## config.mk

```make
export PLATFORM = sky130hd
export DESIGN_NAME = bech32_segwit_address_encoder
export DESIGN_NICKNAME = d
export VERILOG_FILES = /design/src/rtl/core/bse_pkg.sv /design/src/rtl/core/bse_front.sv /design/src/rtl/core/bse_back.sv /design/src/rtl/core/bech32_segwit_address_encoder.sv
export SDC_FILE = /design/constraint.sdc
export NUM_CORES = 1
export LEC_CHECK = 0
export BUFFER_PORTS_ARGS = -buffer_cell sky130_fd_sc_hd__buf_2
export CORE_ASPECT_RATIO = 0.5
export CORE_MARGIN = 2
export CORE_UTILIZATION = 50
export DETAILED_ROUTE_END_ITERATION = 8
export MAX_ROUTING_LAYER = met4
export PLACE_DENSITY = 0.72
export SYNTH_ARGS = -nofsm -noshare
export SYNTH_HDL_FRONTEND = slang
export SYNTH_HIERARCHICAL = 1
export SYNTH_SLANG_ARGS = --single-unit
```

## constraint.sdc

```tcl
create_clock -name clk -period 3.3 [get_ports clk]
set_input_delay 0 -clock clk [delete_from_list [all_inputs] [get_ports clk]]
set_output_delay 0 -clock clk [all_outputs]
set_load 0.005 [all_outputs]
```

## src/rtl/core/bse_pkg.sv

```systemverilog
// Types, constants and checksum helpers of the bech32 address encoder.
package bse_pkg;

	typedef struct packed {
		logic [7:0] program_byte;
		logic       final_byte;
	} bse_in_t;

	typedef struct packed {
		logic [6:0] char_code;
		logic       run_end;
		logic       address_end;
		logic       error_code;
	} bse_out_t;

	// Classified item as held in the queue.
	typedef struct packed {
		logic [7:0] data;
		logic       first;
		logic       skip;
		logic       last;
		logic       len_ok;
	} bse_item_t;

	typedef struct packed {
		logic      avail;
		bse_item_t item;
	} bse_head_t;

	typedef struct packed {
		logic [3:0]   last_idx;
		logic [127:0] chars;
	} bse_cfg_t;

	localparam logic [1:0] REG_PREFIX_LENGTH = 2'd0;
	localparam logic [1:0] REG_PREFIX_LOW    = 2'd1;
	localparam logic [1:0] REG_PREFIX_HIGH   = 2'd2;

	localparam logic [5:0] LEN_SHORT = 6'd20;
	localparam logic [5:0] LEN_LONG  = 6'd32;
	localparam logic [5:0] LEN_OVER  = 6'd33;

	localparam logic [6:0] CHAR_ONE = 7'h31;
	localparam logic [6:0] CHAR_Q   = 7'h71;

	localparam logic [29:0] GEN0 = 30'h3b6a57b2;
	localparam logic [29:0] GEN1 = 30'h26508e6d;
	localparam logic [29:0] GEN2 = 30'h1ea119fa;
	localparam logic [29:0] GEN3 = 30'h3d4233dd;
	localparam logic [29:0] GEN4 = 30'h2a1462b3;

	localparam logic [7:0] ALPHABET [0:31] = '{
		"q", "p", "z", "r", "y", "9", "x", "8", "g", "f", "2", "t", "v", "d", "w", "0",
		"s", "3", "j", "n", "5", "4", "k", "h", "c", "e", "6", "m", "u", "a", "7", "l"
	};

	function automatic logic [29:0] bse_feed(logic [29:0] chk, logic [4:0] sym);
		logic [29:0] r;
		r = {chk[24:0], sym};
		if (chk[25]) r = r ^ GEN0;
		if (chk[26]) r = r ^ GEN1;
		if (chk[27]) r = r ^ GEN2;
		if (chk[28]) r = r ^ GEN3;
		if (chk[29]) r = r ^ GEN4;
		return r;
	endfunction

	function automatic logic [6:0] bse_letter(logic [4:0] sym);
		logic [7:0] c;
		c = ALPHABET[sym];
		return c[6:0];
	endfunction

endpackage

```

## src/rtl/core/bse_front.sv

```systemverilog
// Front end: accepts program bytes, tags them with address position, queues them.
module bse_front import bse_pkg::*; (
	input  logic      clk,
	input  logic      arst_n,
	input  logic      prog_valid,
	output logic      prog_stall,
	input  bse_in_t   prog_item,
	output bse_head_t head,
	input  logic      pop
);

	logic       in_addr_q;
	logic [5:0] count_q;
	logic [5:0] count_before;
	logic [5:0] count_after;
	logic       push;
	bse_item_t  cls;

	bse_item_t  fifo_q [2];
	logic       wr_ptr_q;
	logic       rd_ptr_q;
	logic [1:0] fill_q;

	assign prog_stall = (fill_q == 2'd2);
	assign push = prog_valid && !prog_stall;

	always_comb begin
		count_before = in_addr_q ? count_q : 6'd0;
		count_after  = (count_before >= LEN_LONG) ? LEN_OVER : count_before + 6'd1;
		cls.data   = prog_item.program_byte;
		cls.first  = !in_addr_q;
		cls.skip   = (count_before >= LEN_LONG);
		cls.last   = prog_item.final_byte;
		cls.len_ok = (count_after == LEN_SHORT) || (count_after == LEN_LONG);
	end

	assign head.avail = (fill_q != 2'd0);
	assign head.item  = fifo_q[rd_ptr_q];

	always_ff @(posedge clk or negedge arst_n) begin
		if (!arst_n) begin
			in_addr_q <= 1'b0;
			count_q   <= 6'd0;
			wr_ptr_q  <= 1'b0;
			rd_ptr_q  <= 1'b0;
			fill_q    <= 2'd0;
		end else begin
			if (push) begin
				fifo_q[wr_ptr_q] <= cls;
				wr_ptr_q <= !wr_ptr_q;
				if (prog_item.final_byte) begin
					in_addr_q <= 1'b0;
					count_q   <= 6'd0;
				end else begin
					in_addr_q <= 1'b1;
					count_q   <= count_after;
				end
			end
			if (pop) rd_ptr_q <= !rd_ptr_q;
			if (push && !pop) fill_q <= fill_q + 2'd1;
			else if (pop && !push) fill_q <= fill_q - 2'd1;
		end
	end

endmodule

```

## src/rtl/core/bse_back.sv

```systemverilog
// Back end: sequencer that runs the checksum and emits address characters.
module bse_back import bse_pkg::*; (
	input  logic      clk,
	input  logic      arst_n,
	input  bse_head_t head,
	output logic      pop,
	input  bse_cfg_t  cfg,
	output logic      char_valid,
	input  logic      char_stall,
	output bse_out_t  char_item
);

	typedef enum logic [3:0] {
		S_IDLE, S_PHI, S_PSEP, S_PLO, S_PVER, S_PQ,
		S_DATA, S_PAD, S_CZERO, S_CSUM, S_ERR
	} state_t;

	state_t      state_q;
	bse_item_t   item_q;
	logic [29:0] chk_q;
	logic [11:0] acc_q;
	logic [3:0]  pend_q;
	logic [3:0]  idx_q;
	logic [2:0]  cnt_q;
	logic        out_valid_q;
	bse_out_t    out_q;

	logic        go;
	logic [6:0]  pchar;
	logic [3:0]  shift;
	logic [11:0] acc_sh;
	logic [4:0]  dsym;
	logic [3:0]  pend_nxt;
	logic [8:0]  pad_sh;
	logic [4:0]  psym;

	function automatic state_t tail_of(logic last, logic ok, logic [3:0] pend);
		if (!last) return S_IDLE;
		if (!ok) return S_ERR;
		if (pend != 4'd0) return S_PAD;
		return S_CZERO;
	endfunction

	assign go         = !out_valid_q || !char_stall;
	assign pop        = (state_q == S_IDLE) && head.avail;
	assign char_valid = out_valid_q;
	assign char_item  = out_q;

	always_comb begin
		pchar    = cfg.chars[{idx_q, 3'b000} +: 7];
		shift    = pend_q - 4'd5;
		acc_sh   = acc_q >> shift[2:0];
		dsym     = acc_sh[4:0];
		pend_nxt = pend_q - 4'd5;
		pad_sh   = {acc_q[3:0], 5'b00000} >> pend_q[2:0];
		psym     = pad_sh[4:0];
	end

	always_ff @(posedge clk or negedge arst_n) begin
		if (!arst_n) begin
			state_q     <= S_IDLE;
			out_valid_q <= 1'b0;
			chk_q       <= 30'd1;
			acc_q       <= 12'd0;
			pend_q      <= 4'd0;
			idx_q       <= 4'd0;
			cnt_q       <= 3'd0;
		end else begin
			if (go) out_valid_q <= 1'b0;
			unique case (state_q)
				S_IDLE: begin
					if (head.avail) begin
						item_q <= head.item;
						if (head.item.first) begin
							chk_q   <= 30'd1;
							acc_q   <= 12'd0;
							pend_q  <= 4'd0;
							idx_q   <= 4'd0;
							state_q <= S_PHI;
						end else if (!head.item.skip) begin
							acc_q   <= {acc_q[3:0], head.item.data};
							pend_q  <= pend_q + 4'd8;
							state_q <= S_DATA;
						end else begin
							state_q <= tail_of(head.item.last, head.item.len_ok, pend_q);
						end
					end
				end
				S_PHI: begin
					chk_q <= bse_feed(chk_q, {3'b000, pchar[6:5]});
					if (idx_q == cfg.last_idx) begin
						idx_q   <= 4'd0;
						state_q <= S_PSEP;
					end else begin
						idx_q <= idx_q + 4'd1;
					end
				end
				S_PSEP: begin
					chk_q   <= bse_feed(chk_q, 5'd0);
					state_q <= S_PLO;
				end
				S_PLO: begin
					if (go) begin
						chk_q       <= bse_feed(chk_q, pchar[4:0]);
						out_valid_q <= 1'b1;
						out_q       <= '{char_code: pchar, run_end: 1'b0,
							address_end: 1'b0, error_code: 1'b0};
						if (idx_q == cfg.last_idx) state_q <= S_PVER;
						else idx_q <= idx_q + 4'd1;
					end
				end
				S_PVER: begin
					if (go) begin
						chk_q       <= bse_feed(chk_q, 5'd0);
						out_valid_q <= 1'b1;
						out_q       <= '{char_code: CHAR_ONE, run_end: 1'b0,
							address_end: 1'b0, error_code: 1'b0};
						state_q     <= S_PQ;
					end
				end
				S_PQ: begin
					if (go) begin
						out_valid_q <= 1'b1;
						out_q       <= '{char_code: CHAR_Q, run_end: 1'b0,
							address_end: 1'b0, error_code: 1'b0};
						if (!item_q.skip) begin
							acc_q   <= {acc_q[3:0], item_q.data};
							pend_q  <= pend_q + 4'd8;
							state_q <= S_DATA;
						end else begin
							state_q <= tail_of(item_q.last, item_q.len_ok, pend_q);
						end
					end
				end
				S_DATA: begin
					if (go) begin
						chk_q       <= bse_feed(chk_q, dsym);
						out_valid_q <= 1'b1;
						out_q       <= '{char_code: bse_letter(dsym),
							run_end: (pend_nxt < 4'd5) && !item_q.last,
							address_end: 1'b0, error_code: 1'b0};
						pend_q      <= pend_nxt;
						if (pend_nxt < 4'd5)
							state_q <= tail_of(item_q.last, item_q.len_ok, pend_nxt);
					end
				end
				S_PAD: begin
					if (go) begin
						chk_q       <= bse_feed(chk_q, psym);
						out_valid_q <= 1'b1;
						out_q       <= '{char_code: bse_letter(psym), run_end: 1'b0,
							address_end: 1'b0, error_code: 1'b0};
						pend_q      <= 4'd0;
						cnt_q       <= 3'd0;
						state_q     <= S_CZERO;
					end
				end
				S_CZERO: begin
					if (cnt_q == 3'd5) begin
						chk_q   <= bse_feed(chk_q, 5'd0) ^ 30'd1;
						cnt_q   <= 3'd0;
						state_q <= S_CSUM;
					end else begin
						chk_q <= bse_feed(chk_q, 5'd0);
						cnt_q <= cnt_q + 3'd1;
					end
				end
				S_CSUM: begin
					if (go) begin
						out_valid_q <= 1'b1;
						out_q       <= '{char_code: bse_letter(chk_q[29:25]),
							run_end: (cnt_q == 3'd5), address_end: (cnt_q == 3'd5),
							error_code: 1'b0};
						chk_q       <= {chk_q[24:0], 5'b00000};
						if (cnt_q == 3'd5) begin
							cnt_q   <= 3'd0;
							state_q <= S_IDLE;
						end else begin
							cnt_q <= cnt_q + 3'd1;
						end
					end
				end
				S_ERR: begin
					if (go) begin
						out_valid_q <= 1'b1;
						out_q       <= '{char_code: 7'd0, run_end: 1'b1,
							address_end: 1'b1, error_code: 1'b1};
						state_q     <= S_IDLE;
					end
				end
				default: state_q <= S_IDLE;
			endcase
		end
	end

endmodule

```

## src/rtl/core/bech32_segwit_address_encoder.sv

```systemverilog
// Top level of the bech32 segwit v0 address encoder with its register port.
// Takes one witness program byte per item and returns the address characters on the
// char channel. A two-entry queue sits between byte intake and the character
// sequencer, so bytes keep arriving while characters drain. A middle byte leaves the
// queue and then yields one or two characters. The first byte of an address adds the
// prefix checksum and characters. The final byte adds the pad character when bits are
// left over, six checksum rounds and six checksum characters, or one error result
// when the program is not 20 or 32 bytes. Bytes past 32 emit nothing. Registers:
// prefix length at 0x00, characters 0-7 at 0x08, 8-15 at 0x10.
module bech32_segwit_address_encoder import bse_pkg::*; #(
	parameter int PREFIX_MAX_CHARS = 16
) (
	input  logic        clk,
	input  logic        arst_n,
	input  logic        prog_valid,
	output logic        prog_stall,
	input  bse_in_t     prog_item,
	output logic        char_valid,
	input  logic        char_stall,
	output bse_out_t    char_item,
	input  logic        psel,
	input  logic        penable,
	input  logic        pwrite,
	input  logic [4:0]  paddr,
	input  logic [63:0] pwdata,
	output logic [63:0] prdata,
	output logic        pready
);

	logic [4:0]  prefix_length_q;
	logic [63:0] prefix_low_q;
	logic [63:0] prefix_high_q;
	logic [4:0]  len_eff;
	logic        wr_en;
	bse_cfg_t    cfg;
	bse_head_t   head;
	logic        pop;

	assign pready = 1'b1;
	assign wr_en  = psel && penable && pwrite;

	always_ff @(posedge clk or negedge arst_n) begin
		if (!arst_n) begin
			prefix_length_q <= 5'd2;
			prefix_low_q    <= 64'd25442;
			prefix_high_q   <= 64'd0;
		end else if (wr_en) begin
			unique case (paddr[4:3])
				REG_PREFIX_LENGTH: prefix_length_q <= pwdata[4:0];
				REG_PREFIX_LOW:    prefix_low_q    <= pwdata;
				REG_PREFIX_HIGH:   prefix_high_q   <= pwdata;
				default: ;
			endcase
		end
	end

	always_comb begin
		unique case (paddr[4:3])
			REG_PREFIX_LENGTH: prdata = {59'd0, prefix_length_q};
			REG_PREFIX_LOW:    prdata = prefix_low_q;
			REG_PREFIX_HIGH:   prdata = prefix_high_q;
			default:           prdata = 64'd0;
		endcase
	end

	always_comb begin
		len_eff = prefix_length_q;
		if (len_eff == 5'd0) len_eff = 5'd1;
		if (len_eff > 5'd16) len_eff = 5'd16;
		if (int'(len_eff) > PREFIX_MAX_CHARS) len_eff = 5'(PREFIX_MAX_CHARS);
		cfg.last_idx = 4'(len_eff - 5'd1);
		cfg.chars    = {prefix_high_q, prefix_low_q};
	end

	bse_front u_front (
		.clk        (clk),
		.arst_n     (arst_n),
		.prog_valid (prog_valid),
		.prog_stall (prog_stall),
		.prog_item  (prog_item),
		.head       (head),
		.pop        (pop)
	);

	bse_back u_back (
		.clk        (clk),
		.arst_n     (arst_n),
		.head       (head),
		.pop        (pop),
		.cfg        (cfg),
		.char_valid (char_valid),
		.char_stall (char_stall),
		.char_item  (char_item)
	);

endmodule

```

# Yosys cells after proc, flatten, opt, wreduce, memory -nomap -nowiden
# Memories as Yosys holds them, arrays and structs flattened.
# Cells that the tools add are included.
classes:
  add_sub_neg: 8
  magnitude_cmp: 7
  n_eq_ne: 34
  shifts: 3
  mux: 234
  n_bitwise: 41
  reduce_logical: 44
ops:
  columns: ["cell", "count"]
  rows:
  - ["30-bit 2-to-1 mux", 95]
  - ["30-bit case mux with 9 select lines", 1]
  - ["29-bit 2-to-1 mux", 8]
  - ["64-bit case mux with 3 select lines", 1]
  - ["4-bit 2-to-1 mux", 44]
  - ["17-bit inverter", 8]
  - ["16-bit inverter", 8]
  - ["128-bit by 8-bit indexed part select with 7-bit output", 1]
  - ["14-bit inverter", 8]
  - ["13-bit inverter", 8]
  - ["18-bit inverter", 5]
  - ["10-bit 2-to-1 mux", 7]
  - ["10-bit case mux with 7 select lines", 1]
  - ["12-bit 2-to-1 mux", 5]
  - ["1-bit 2-to-1 mux", 51]
  - ["4-bit case mux with 11 select lines", 1]
  - ["7-bit 2-to-1 mux", 6]
  - ["2-bit by 1-bit != test with 1-bit output (second input constant)", 14]
  - ["6-bit greater-or-equal comparator (second input constant)", 4]
  - ["12-bit case mux with 2 select lines", 1]
  - ["6-bit 2-to-1 mux", 3]
  - ["5-bit inverter with 6-bit output", 3]
  - ["4-bit by 3-bit == test with 1-bit output (second input constant)", 4]
  - ["4-bit case mux with 4 select lines", 1]
  - ["other kinds (48)", 83]
word_totals:
  regBits: 223
  mem_bits_rw: 24
  romBits: 768
  output_inout_bits: 77
  elab_cells: 398
  mem_count: 4
mem_list:
  columns: ["name", "words", "width", "read_ports", "rd_clocked_by_memory_dff", "wr", "line_no", "text"]
  rows:
  - ["(no name shown)", 32, 8, 1, 0, 0, "bse_pkg.sv:70", "c = ALPHABET[sym];"]
  - ["(no name shown)", 32, 8, 1, 0, 0, "bse_pkg.sv:70", null]
  - ["(no name shown)", 32, 8, 1, 0, 0, "bse_pkg.sv:70", null]
  - ["u_front.fifo_q", 2, 12, 1, 0, 1, "bse_front.sv:19", "bse_item_t fifo_q [2];"]

# Depth between registers and ports, before layout
# An unclocked memory read counts as a cell.
depth:
  word_depth: 24
  mapped_depth: 12
  ltp_nobuf: 11

# By module
# The synthesis kept the hierarchy.
modules_own_cells:
  columns: ["mod", "instances", "cells_per_inst", "area_per_inst_um2"]
  rows:
  - ["bse_back", 1, 773, 6787.8]
  - ["bech32_segwit_address_encoder", 1, 386, 6080.8]
  - ["bse_front", 1, 109, 1577.8]

# Worst setup path before layout
# Ideal clock, no wire load.
synth_path:
  path_kind: "reg-to-reg"
  startpoint: "register u_back.pend_q[0]"
  endpoint: "register u_back.out_q, in the netlist u_back/char_item[3], data pin"
  setup_ns: 0.261
  arrival_ns: 2.859
  path_slack_ns: 0.180
  path_stages_with_launch: 12
  path_buffers: 3
  synth_period_minus_slack_ns: 3.120
  cell_sequence: "dfrtp_1 buf_2 clkinv_1 ha_1 buf_6 inv_2 mux4_2 mux2_4 buf_6 a221oi_1 a211oi_1 o32a_1"
synth_via:
  elab_chain_cells: 8
  word_cells_on_any_way: 14
  classes_between: "add/sub: 1; shift: 2; mux: 7; bitwise: 2; memory: 2"
synth_rtl:
  columns: ["item", "line_no", "text"]
  rows:
  - ["start: declaration", "bse_back.sv:22", "logic [3:0] pend_q;"]
  - ["start signal: assignment", "bse_back.sv:82", "pend_q <= pend_q + 4'd8;"]
  - ["start signal: assignment", "bse_back.sv:128", "pend_q <= pend_q + 4'd8;"]
  - ["start signal: assignment", "bse_back.sv:142", "pend_q <= pend_nxt;"]
  - ["4-bit by 3-bit subtractor with 4-bit output", "bse_back.sv:51", "shift = pend_q - 4'd5;"]
  - ["12-bit by 3-bit >> shifter with 5-bit output", "bse_back.sv:52", "acc_sh = acc_q >> shift[2:0];"]
  - ["5-bit inverter with 6-bit output (not written as such)", "bse_pkg.sv:70", null]
  - ["memory read 32 x 8 bit", null, null]
  - ["7-bit 2-to-1 mux (not written as such) (2 in a row)", "bse_pkg.sv:70", null]
  - ["10-bit 2-to-1 mux", "bse_back.sv:136", "if (go) begin"]
  - ["10-bit case mux with 7 select lines (*)", "bse_back.sv:70", "unique case (state_q)"]
  - ["end signal: assignment", "bse_back.sv:139", "out_q <= '{char_code: bse_letter(dsym),"]
  - ["end signal: assignment", "bse_back.sv:151", "out_q <= '{char_code: bse_letter(psym), run_end: 1'b0,"]
  - ["end signal: assignment", "bse_back.sv:171", "out_q <= '{char_code: bse_letter(chk_q[29:25]),"]
  - ["end: declaration", "bse_back.sv:26", "bse_out_t out_q;"]
# Every way passes the cells marked *; elsewhere a longest branch is shown, timed or not. The select of a mux whose other input is x is not followed.
# A chain may end at the register's enable or synchronous reset.

# Worst setup path in the final report
layout_path:
  startpoint: "register u_back.pend_q[1]"
  endpoint: "register u_back.out_q, in the netlist u_back/char_item[7], data pin"
# Same word-level chain as after synthesis.

==> results.toml <==
[grt]
grt_pass1_wl_um = 61100
gr-total-overflow = 0
antenna_found_initial = 0
grt_pass1_vias = 11236
grt.total_usage_pct = 26.2
grt_max_degree = 163

[die]
die_h_um = 124
start_util_pct = 51.5
die_width_um = 244
floorplan.rows = 43
ios = 162
fp.coreArea_sq_mm = 0.0280
die_area_sq_mm = 0.0304

[critical_path]
start_kind = "flop"
reg2reg_from = "u_back/pend_q[1]"
ff2ff_setup_slack_ns = 0.36
cp-end-kind = "flop"
cp_max_fo = 13
r2r-end = "u_back/char_item[7]"
worstPathArrival_ns = 3.23
r2r_cells = 9
critPathRequiredTime_ns = 3.59
crit_type = "reg -> reg"

[pwr]
finalPower_mw = 15.0
p_seq_share_pct = 32.6
p_int_mw = 8.83
p_leak_nw = 7.23
switching_share_pct = 41.0
power.net_switching_mw = 6.12
ir_drop_mv = 0.431
combPwrFrac_pct = 49.0
power_density_mw_per_mm2 = 877
clkPwrFrac_pct = 18.4

[timing]
finalHoldViolCount = 0
timing.final.crit_share_pct = 89.1
period_needed_ns = 2.94
finClkSkew_ns = 0.0145
tns_ns = 0
slew_headroom_pct = 43.5
max_freq_ghz = 0.340
drv_slew = 0
tightest_slew_ns = 0.848
rsz0062_at_grt = "no"
setup_viol = 0

[logic_synthesis]
synth_top_area_cell = "dfrtp_1"
synth.most_common_cell = "dfrtp_1"
syn_inst = 1268
synth.distinct_cells = 83
ys_seq_elements = 247
async_reset_ff_share_pct = 81.8
yosysSeqAreaShare_pct = 44.4
syn_nets = 1364
yosys-top-cells-area = "dfrtp_1 (33%), edfxtp_1 (9.4%), mux2_4 (6.4%), mux4_2 (5.3%), mux2_1 (4.0%)"
synth_edf_count = 45
yosysTopAreaCellShare_pct = 33.4
ys.flop_type = "dfrtp_1"
synth_area_per_cell_sq_um = 11.4
netlist_top_cells_count = "dfrtp_1 (193), nand2_1 (94), a21oi_1 (78)"
synth_area_sq_mm = 0.0144
ys.warnings.count = 6

[drt]
first_pass_iters = 5
drc = 0
dr.first_iter.drc_count = 1087
ant_nets = 0
wl_per_cell_um = 20.6
vias = 11318
routed_via_density = 6.02
drt_wl_total_um = 38600

[placement]
port_buffers = 157
gp_congestion = 0.944
hpwlAfterDp_um = 26400

[clock_network]
clk_latency_ns = 0.54
htree_levels = 1
max-clock-path-buffers = 3
clk_pin_slew_worst_paths_ns = 0.08
tritoncts = "built"
root_buffer = "clkbuf_16"
cts_buffers = 24
cts.sink_count = 247
cts_setup_buffers = 0

[status]
outcome = "finished, final reports clean"

[finish]
antennaDiodeCount = 0
drive_above_1_share_pct = 27.3
multiInputGateArea_sq_mm = 0.00735
fillers = 2194
area_growth_pct = 18.0
layout.area.seq_sq_mm = 0.00642
layout.nets = 1575

[run]
maxCapViolCount = 0

[min_path]
hold_class = "in -> async"
layout make-up:
| type | count | share of cell area (%) |
|---|---|---|
| Multi-Input combinational cell | 903 | 43.1 |
| Sequential cell | 247 | 37.7 |
| Timing Repair Buffer | 277 | 11.3 |
| Clock buffer | 33 | 3.90 |
| Tap cell | 382 | 2.80 |
| Clock inverter | 11 | 0.617 |
| Inverter | 26 | 0.573 |
worst max path at each step:
stage	start	end	depth (start not counted)
after global routing	u_back/pend_q[1]	u_back/char_item[7]	9
after CTS	u_back/pend_q[1]	u_back/char_item[7]	9
after floorplan	u_back/pend_q[0]	u_back/char_item[3]	11
after detailed placement	u_back/pend_q[1]	u_back/char_item[7]	9
final	u_back/pend_q[1]	u_back/char_item[7]	9
after global placement	u_back/pend_q[1]	u_back/char_item[7]	9
cell usage in the layout (no fill, tap or decap), types with 5 or more instances in the layout:
master and instances:
a21oi_1 78, ha_1 11, buf_2 156, mux2_1 51
nor2b_1 9, o21ai_0 70, and3_1 7, nor3b_1 14
xnor2_1 36, a22oi_1 9, mux2i_1 29, and2_1 6
inv_1 22, mux2_2 49, buf_4 40, nand2b_1 20
mux2_4 62, mux4_2 34, nand3_1 21, dlygate4sd3_1 77
a221oi_1 7, a211oi_1 11, o22a_1 5, clkbuf_16 24
xor2_1 16, o22ai_1 14, dfstp_2 9, dfrtp_1 192
o21ai_1 5, o211ai_1 10, nand2_1 94, nand4_1 12
edfxtp_1 45, a22o_1 60, a31oi_1 10, clkbuf_1 6
nor2_1 66, nor3_1 15
worst max-delay path, stage by stage, from the launching register on:
cell      delay, ns
dfrtp_1        0.38
inv_1          0.11
ha_1           0.29
xor2_4         0.31
mux4_2         0.40
mux2_4         0.38
or2_1          0.27
a221oi_1       0.28
o21ai_1        0.10
o22a_1         0.17
cells by family after synthesis:
logic type | count (synthesis) | share of synthesized area (%)
muxes | 226 | 21.6
adders and majority gates | 11 | 0.953
buffers and inverters | 118 | 4.75
DFF | 247 | 44.4
other | 1 | 0.0260
and+or+nand+nor | 288 | 9.81
xor gates and xnor gates | 54 | 3.46
AOI/OAI and AO/OA | 323 | 14.9
registers in the layout (all words and copies together), names as in the netlist, named ones only:
name / flops
prefix_high_q: 64
prefix_length_q: 5
prefix_low_q: 64
u_back/acc_q: 12
u_back/char_item: 10
u_back/chk_q: 30
u_back/cnt_q: 3
u_back/idx_q: 4
u_back/item_q: 11
u_back/pend_q: 4
u_back/state_q: 4
u_front/count_q: 6
u_front/fifo_q: 24
u_front/fill_q: 2
u_front/in_addr_q: 1
u_front/rd_ptr_q: 1
u_front/wr_ptr_q: 1
metal layers:
metal | share of wire (%) | vias to the layer above | global-route usage [%]
met2 | 47 | 439 | 42.3
met1 | 44 | 5663 | 34.8
li1 | - | 5120 | -
met4 | 3.3 | 0 | 8.69
met3 | 5.8 | 96 | 3.32
met5 | 0 | - | -
power by group through the flow:
stage / Sequential [mW] / Combinational, mW / Clock, mW
final: 4.88 / 7.32 / 2.75
after global routing: 5.00 / 7.97 / 2.91
after CTS: 4.86 / 7.22 / 2.79
after detailed placement: 4.91 / 7.08 / 0
after global placement: 4.85 / 6.85 / 0
after floorplan: 4.53 / 5.59 / 0
repair_timing:
item	in CTS	in global routing
hold buffers	77	0
resized for setup	0	0
setup endpoints to repair	0	0
endpoints found under the hold margin	199	0
metrics by stage:
| step | setup slack, ns | util (%) | std cells | hold slack (ns) | instance area [sq um] |
|---|---|---|---|---|---|
| floorplan | 0.180 | - | 1268 | -0.296 | 14400 |
| global placement | 0.509 | 55.3 | 1758 | -0.0448 | 15500 |
| detailed placement | 0.409 | 55.3 | 1758 | -0.0345 | 15500 |
| CTS | 0.361 | 60.8 | 1879 | 0.00871 | 17000 |
| global route | 0.220 | 60.8 | 1879 | 0.0472 | 17000 |
| finish | 0.360 | 60.8 | 1879 | 0.0492 | 17000 |
(Power assumes the default switching activity.)
